[config.mk]
export PLATFORM = sky130hd
export DESIGN_NAME = bsa_ctrl
export DESIGN_NICKNAME = d
export VERILOG_FILES = /design/src/rtl/core/bsa_pkg.sv /design/src/rtl/core/bsa_ctrl.sv
export SDC_FILE = /design/constraint.sdc
export NUM_CORES = 1
export LEC_CHECK = 0
export BUFFER_PORTS_ARGS = -buffer_cell sky130_fd_sc_hd__buf_2
export CORE_AREA = 2 2 39 41
export CTS_CLUSTER_DIAMETER = 40
export DETAILED_ROUTE_END_ITERATION = 8
export DIE_AREA = 0 0 41 43
export GPL_ROUTABILITY_DRIVEN = 0
export HOLD_SLACK_MARGIN = 0.02
export PLACE_DENSITY = 0.58
export RECOVER_POWER = 100
export SYNTH_ARGS = -nofsm -noshare
export SYNTH_HDL_FRONTEND = slang
export SYNTH_SLANG_ARGS = --single-unit
[constraint.sdc]
create_clock -name i_clk -period 1.4 [get_ports i_clk]
set_input_delay 0 -clock i_clk [delete_from_list [all_inputs] [get_ports i_clk]]
set_output_delay 0 -clock i_clk [all_outputs]
set_load 0.01 [all_outputs]
[src/rtl/core/bsa_pkg.sv]
// Package of the bit slot allocator: sizes, operation, status and state codes,
// transfer payload structs and the controller/datapath command and status structs.
package bsa_pkg;

    localparam int MAX_BYTES   = 255;
    localparam int START_BYTES = 4;
    // Start size clamped to the legal range.
    localparam int START_EFF   = (START_BYTES > MAX_BYTES) ? MAX_BYTES :
                                 ((START_BYTES < 1) ? 1 : START_BYTES);

    localparam logic [7:0] MAX_SIZE   = 8'(MAX_BYTES);
    localparam logic [7:0] START_SIZE = 8'(START_EFF);
    localparam logic [7:0] CLR_LAST   = 8'(START_EFF - 1);

    typedef enum logic [1:0] {
        OP_ALLOC = 2'd0,
        OP_FREE  = 2'd1,
        OP_WRITE = 2'd2,
        OP_READ  = 2'd3
    } t_op;

    typedef enum logic [1:0] {
        ST_OK    = 2'd0,
        ST_RANGE = 2'd1,
        ST_FULL  = 2'd2
    } t_status;

    typedef struct packed {
        t_op        operation;
        logic [7:0] byte_index;
        logic [7:0] bit_mask;
        logic       set_value;
    } t_in_item;

    typedef struct packed {
        t_status    status;
        logic [7:0] slot_byte;
        logic [7:0] slot_mask;
        logic       value_out;
        logic [7:0] bytes_in_use;
    } t_out_item;

    typedef enum logic [1:0] {
        S_CLEAR,
        S_IDLE,
        S_READ,
        S_CHECK
    } t_state;

    // Commands from the controller to the datapath.
    typedef struct packed {
        logic clear_wr;
        logic load_in;
        logic scan_inc;
        logic alloc_hit;
        logic alloc_grow;
        logic alloc_full;
        logic access;
        logic range_err;
    } t_dp_cmd;

    // Status from the datapath to the controller.
    typedef struct packed {
        logic is_alloc;
        logic idx_live;
        logic byte_full;
        logic scan_last;
        logic at_max;
        logic clear_last;
    } t_dp_sts;

endpackage

[src/rtl/core/bsa_ctrl.sv]
// Controller of the bit slot allocator: state machine that sequences the
// clearing pass, operand load and byte scan, and owns the result valid flag.
module bsa_ctrl import bsa_pkg::*; (
    input  logic    i_clk,
    input  logic    i_rst_n,
    input  logic    i_in_valid,
    output logic    o_in_stall,
    output logic    o_out_valid,
    input  logic    i_out_stall,
    input  t_dp_sts i_sts,
    output t_dp_cmd o_cmd
);

    t_state r_state, n_state;
    logic   r_out_valid, n_out_valid;
    logic   out_free;
    logic   finish;

    // The result register can take a new result when empty or when drained now.
    assign out_free = !r_out_valid || !i_out_stall;

    always_ff @(posedge i_clk) begin
        if (!i_rst_n) begin
            r_state     <= S_CLEAR;
            r_out_valid <= 1'b0;
        end else begin
            r_state     <= n_state;
            r_out_valid <= n_out_valid;
        end
    end

    always_comb begin
        n_state = r_state;
        o_cmd   = '0;
        unique case (r_state)
            S_CLEAR: begin
                o_cmd.clear_wr = 1'b1;
                if (i_sts.clear_last) begin
                    n_state = S_IDLE;
                end
            end
            S_IDLE: begin
                if (i_in_valid) begin
                    o_cmd.load_in = 1'b1;
                    n_state       = S_READ;
                end
            end
            S_READ: begin
                n_state = S_CHECK;
            end
            S_CHECK: begin
                if (i_sts.is_alloc) begin
                    if (i_sts.byte_full && !i_sts.scan_last) begin
                        o_cmd.scan_inc = 1'b1;
                    end else if (out_free) begin
                        n_state = S_IDLE;
                        if (!i_sts.byte_full) begin
                            o_cmd.alloc_hit = 1'b1;
                        end else if (i_sts.at_max) begin
                            o_cmd.alloc_full = 1'b1;
                        end else begin
                            o_cmd.alloc_grow = 1'b1;
                        end
                    end
                end else if (out_free) begin
                    n_state = S_IDLE;
                    if (i_sts.idx_live) begin
                        o_cmd.access = 1'b1;
                    end else begin
                        o_cmd.range_err = 1'b1;
                    end
                end
            end
            default: begin
                n_state = S_CLEAR;
            end
        endcase
    end

    assign finish = o_cmd.alloc_hit | o_cmd.alloc_grow | o_cmd.alloc_full |
                    o_cmd.access | o_cmd.range_err;

    always_comb begin
        n_out_valid = r_out_valid;
        if (finish) begin
            n_out_valid = 1'b1;
        end else if (!i_out_stall) begin
            n_out_valid = 1'b0;
        end
    end

    assign o_in_stall  = (r_state != S_IDLE);
    assign o_out_valid = r_out_valid;

endmodule

==> results.sh <==
export IMPL_drc=0
export IMPL_hold_ws_ns=0.0571
export IMPL_area_growth_pct=61.5
export IMPL_period_share_pct=96.7
export IMPL_crit_fanout=4
export IMPL_drive_above_1_share_pct=50.0
export IMPL_drtPass1Iterations=1
export IMPL_dieArea_um2=1760
export IMPL_synth_mux_area_share_pct=7.34
export IMPL_syn_cell_area_um2=273
export IMPL_vias=291
export IMPL_cellInternalPower_w=0.000400
export IMPL_layout_commonest_cell="buf_2"
export IMPL_setup_ws_ns=0.0465
export IMPL_ys_warn_count=0
export IMPL_arrival_ns=1.50
export IMPL_rsz0062_at_grt="yes"
export IMPL_finClkSkew_ns=0.00184
export IMPL_max_freq_ghz=0.739
export IMPL_power_switching_w=0.000255
export IMPL_start_util_pct=19.7
export IMPL_pwr_share_comb_pct=51.4
export IMPL_n_fill_cell=157
export IMPL_syn_area_per_cell_um2=8.02
export IMPL_cp_end_kind="flop"
export IMPL_io_buffers=19
export IMPL_tightest_slew_ns=0.321
export IMPL_fin_nets=72
export IMPL_grt_pass1_wl_um=952
export IMPL_rows=14
export IMPL_postLayoutCoreUtil_pct=31.8
export IMPL_grt_pass1_vias=251
export IMPL_cts_hold_buffers=0
export IMPL_seq_power_share_pct=26.0
export IMPL_synth_xor_area_share_pct=0
export IMPL_regArea_um2=62.6
export IMPL_total_power_w=0.000655
export IMPL_drt_total_wl_um=570
export IMPL_swShare_pct=38.9
export IMPL_cts_setup_buffers=0
export IMPL_final_hold_viol_count=0
export IMPL_slew_headroom_pct=78.6
export IMPL_antenna_cells=0
export IMPL_required_ns=1.55
export IMPL_grt_max_degree=7
export IMPL_period_minus_slack_ns=1.35
export IMPL_peakVddDrop_uv=651
export IMPL_synth_compound_gate_area_share_pct=14.7
export IMPL_cts_root_buf="clkbuf_4"
export IMPL_cts_inserted_buffers=3
export IMPL_p_clk_share_pct=22.6
export IMPL_finalMaxSlewViolations=0
export IMPL_power_density_nw_per_um2=1490
export IMPL_synth_fa_ha_area_share_pct=13.8
export IMPL_netlist_area_leader_share_pct=22.0
export IMPL_synth_seq_cells=3
export IMPL_htree_levels=1
export IMPL_synthDistinctLibCells=16
export IMPL_routedWlPerCell_um=7.70
export IMPL_antenna_left=0
export IMPL_seq_area_frac_synth_pct=22.0
export IMPL_coreArea_um2=1380
export IMPL_setup_tns_ns=0
export IMPL_die_y_um=43
export IMPL_status="finished clean"
export IMPL_antenna_found_initial=0
export IMPL_mostFrequentLayoutCells="buf_2, nand2_1, inv_1"
export IMPL_multiInputGateArea_um2=211
export IMPL_top_level_ports=20
export IMPL_post_dp_hpwl_um=519
export IMPL_hold_class="input pin to flop"
export IMPL_die_w_um=41
export IMPL_grt_overflow_total=0
export IMPL_synth_simple_area_share_pct=35.3
export IMPL_synthTopCellsByArea="dfxtp_1, ha_1, a2111oi_4"
export IMPL_grt_total_usage_pct=8.11
export IMPL_clk_latency_ns=0.23
export IMPL_crit_type="flop to flop"
export IMPL_tritoncts="done"
export IMPL_synth_top_family_by_area="simple AND/OR/NAND/NOR gates"
export IMPL_preCtsSetupSlack_ns=-0.0252
export IMPL_drtIter0Drc=0
export IMPL_maxCapViolCount=0
export IMPL_yosysTopAreaCell="dfxtp_1"
export IMPL_p_leak_nw=0.223
export IMPL_clkTransAtPathRegs_ns=0.04
export IMPL_setup_violations=0
export IMPL_clk_path_buf_depth=2
export IMPL_vias_per_cell=3.93
export IMPL_start_kind="flop"
export IMPL_synthesis_nets=47
export IMPL_clkSinkCount=3
export IMPL_syn_inst=34
logic make-up after synthesis:
logic type / count (synthesis)
and+or+nand+nor: 18
AOI/OAI and AO/OA: 3
buffers and inverters: 5
DFF: 3
adders and majority gates: 3
muxes: 2
Yosys cell counts:
library cell	n
nand2_1	7
inv_1	5
dfxtp_1	3
ha_1	3
nor2_1	3
mux2i_1	2
nor3b_1	2
a2111oi_4	1
a21boi_0	1
and3_1	1
and3_2	1
and4b_4	1
nand3_1	1
nor2b_1	1
nor3_1	1
o21ai_0	1
power by group through the flow:
stage	Combinational, W	Clock [W]	Sequential (W)
detailed placement	0.000342	0	0.000153
global placement	0.000342	0	0.000149
finish	0.000337	0.000148	0.000170
floorplan	0.000242	0	0.000146
global route	0.000390	0.000159	0.000181
CTS	0.000343	0.000156	0.000156
final cells by class:
| class | instances | share of cell area, % |
|---|---|---|
| clock buffers | 4 | 5.97 |
| inverters | 5 | 4.26 |
| multi-input cells | 26 | 48.0 |
| flip-flops and latches | 3 | 14.2 |
| well taps | 16 | 4.55 |
| repair buffers | 20 | 23.0 |
through the flow:
step | cell area (um2) | instances
after floorplan | 273 | 34
after global placement | 395 | 70
after detailed placement | 395 | 70
after CTS | 430 | 74
after global routing | 440 | 74
final | 440 | 74
flip-flops by register name, indices dropped and copies added, names as in the netlist:
| register | count |
|---|---|
| o_out_valid | 1 |
| r_state | 2 |
what timing repair did:
action                                  in CTS  in global routing
gates cloned                                 0                  0
endpoints found under the setup margin       2                  4
resized for setup                            3                  2
pin swaps                                    1                  1
metal layers:
| metal | GRT usage, % | wire length (um) | share of wire (%) |
|---|---|---|---|
| met5 | 0 | 0 | 0 |
| met2 | 12.2 | 294 | 52 |
| met3 | 2.09 | 50 | 8.8 |
| met4 | 8.00 | 0 | 0 |
| met1 | 8.28 | 224 | 39 |
path summary, 6_finish.rpt:
check | from | to | slack [ns] | cells after the start
worst max-delay path | r_state[0] | r_state[1] | 0.05 | 4
worst min-delay path | i_rst_n | r_state[0] | 0.06 | 3
worst max register to register | r_state[0] | r_state[1] | 0.05 | 4
worst min register to register | r_state[1] | r_state[1] | 0.48 | 2
worst max-delay path, cell delays in order, from the launching register on:
cell and delay [ns]:
dfxtp_2 0.34, ha_4 0.16, and4b_4 0.18, a2111oi_4 0.37, mux2i_1 0.22
(Power assumes the default switching activity.)
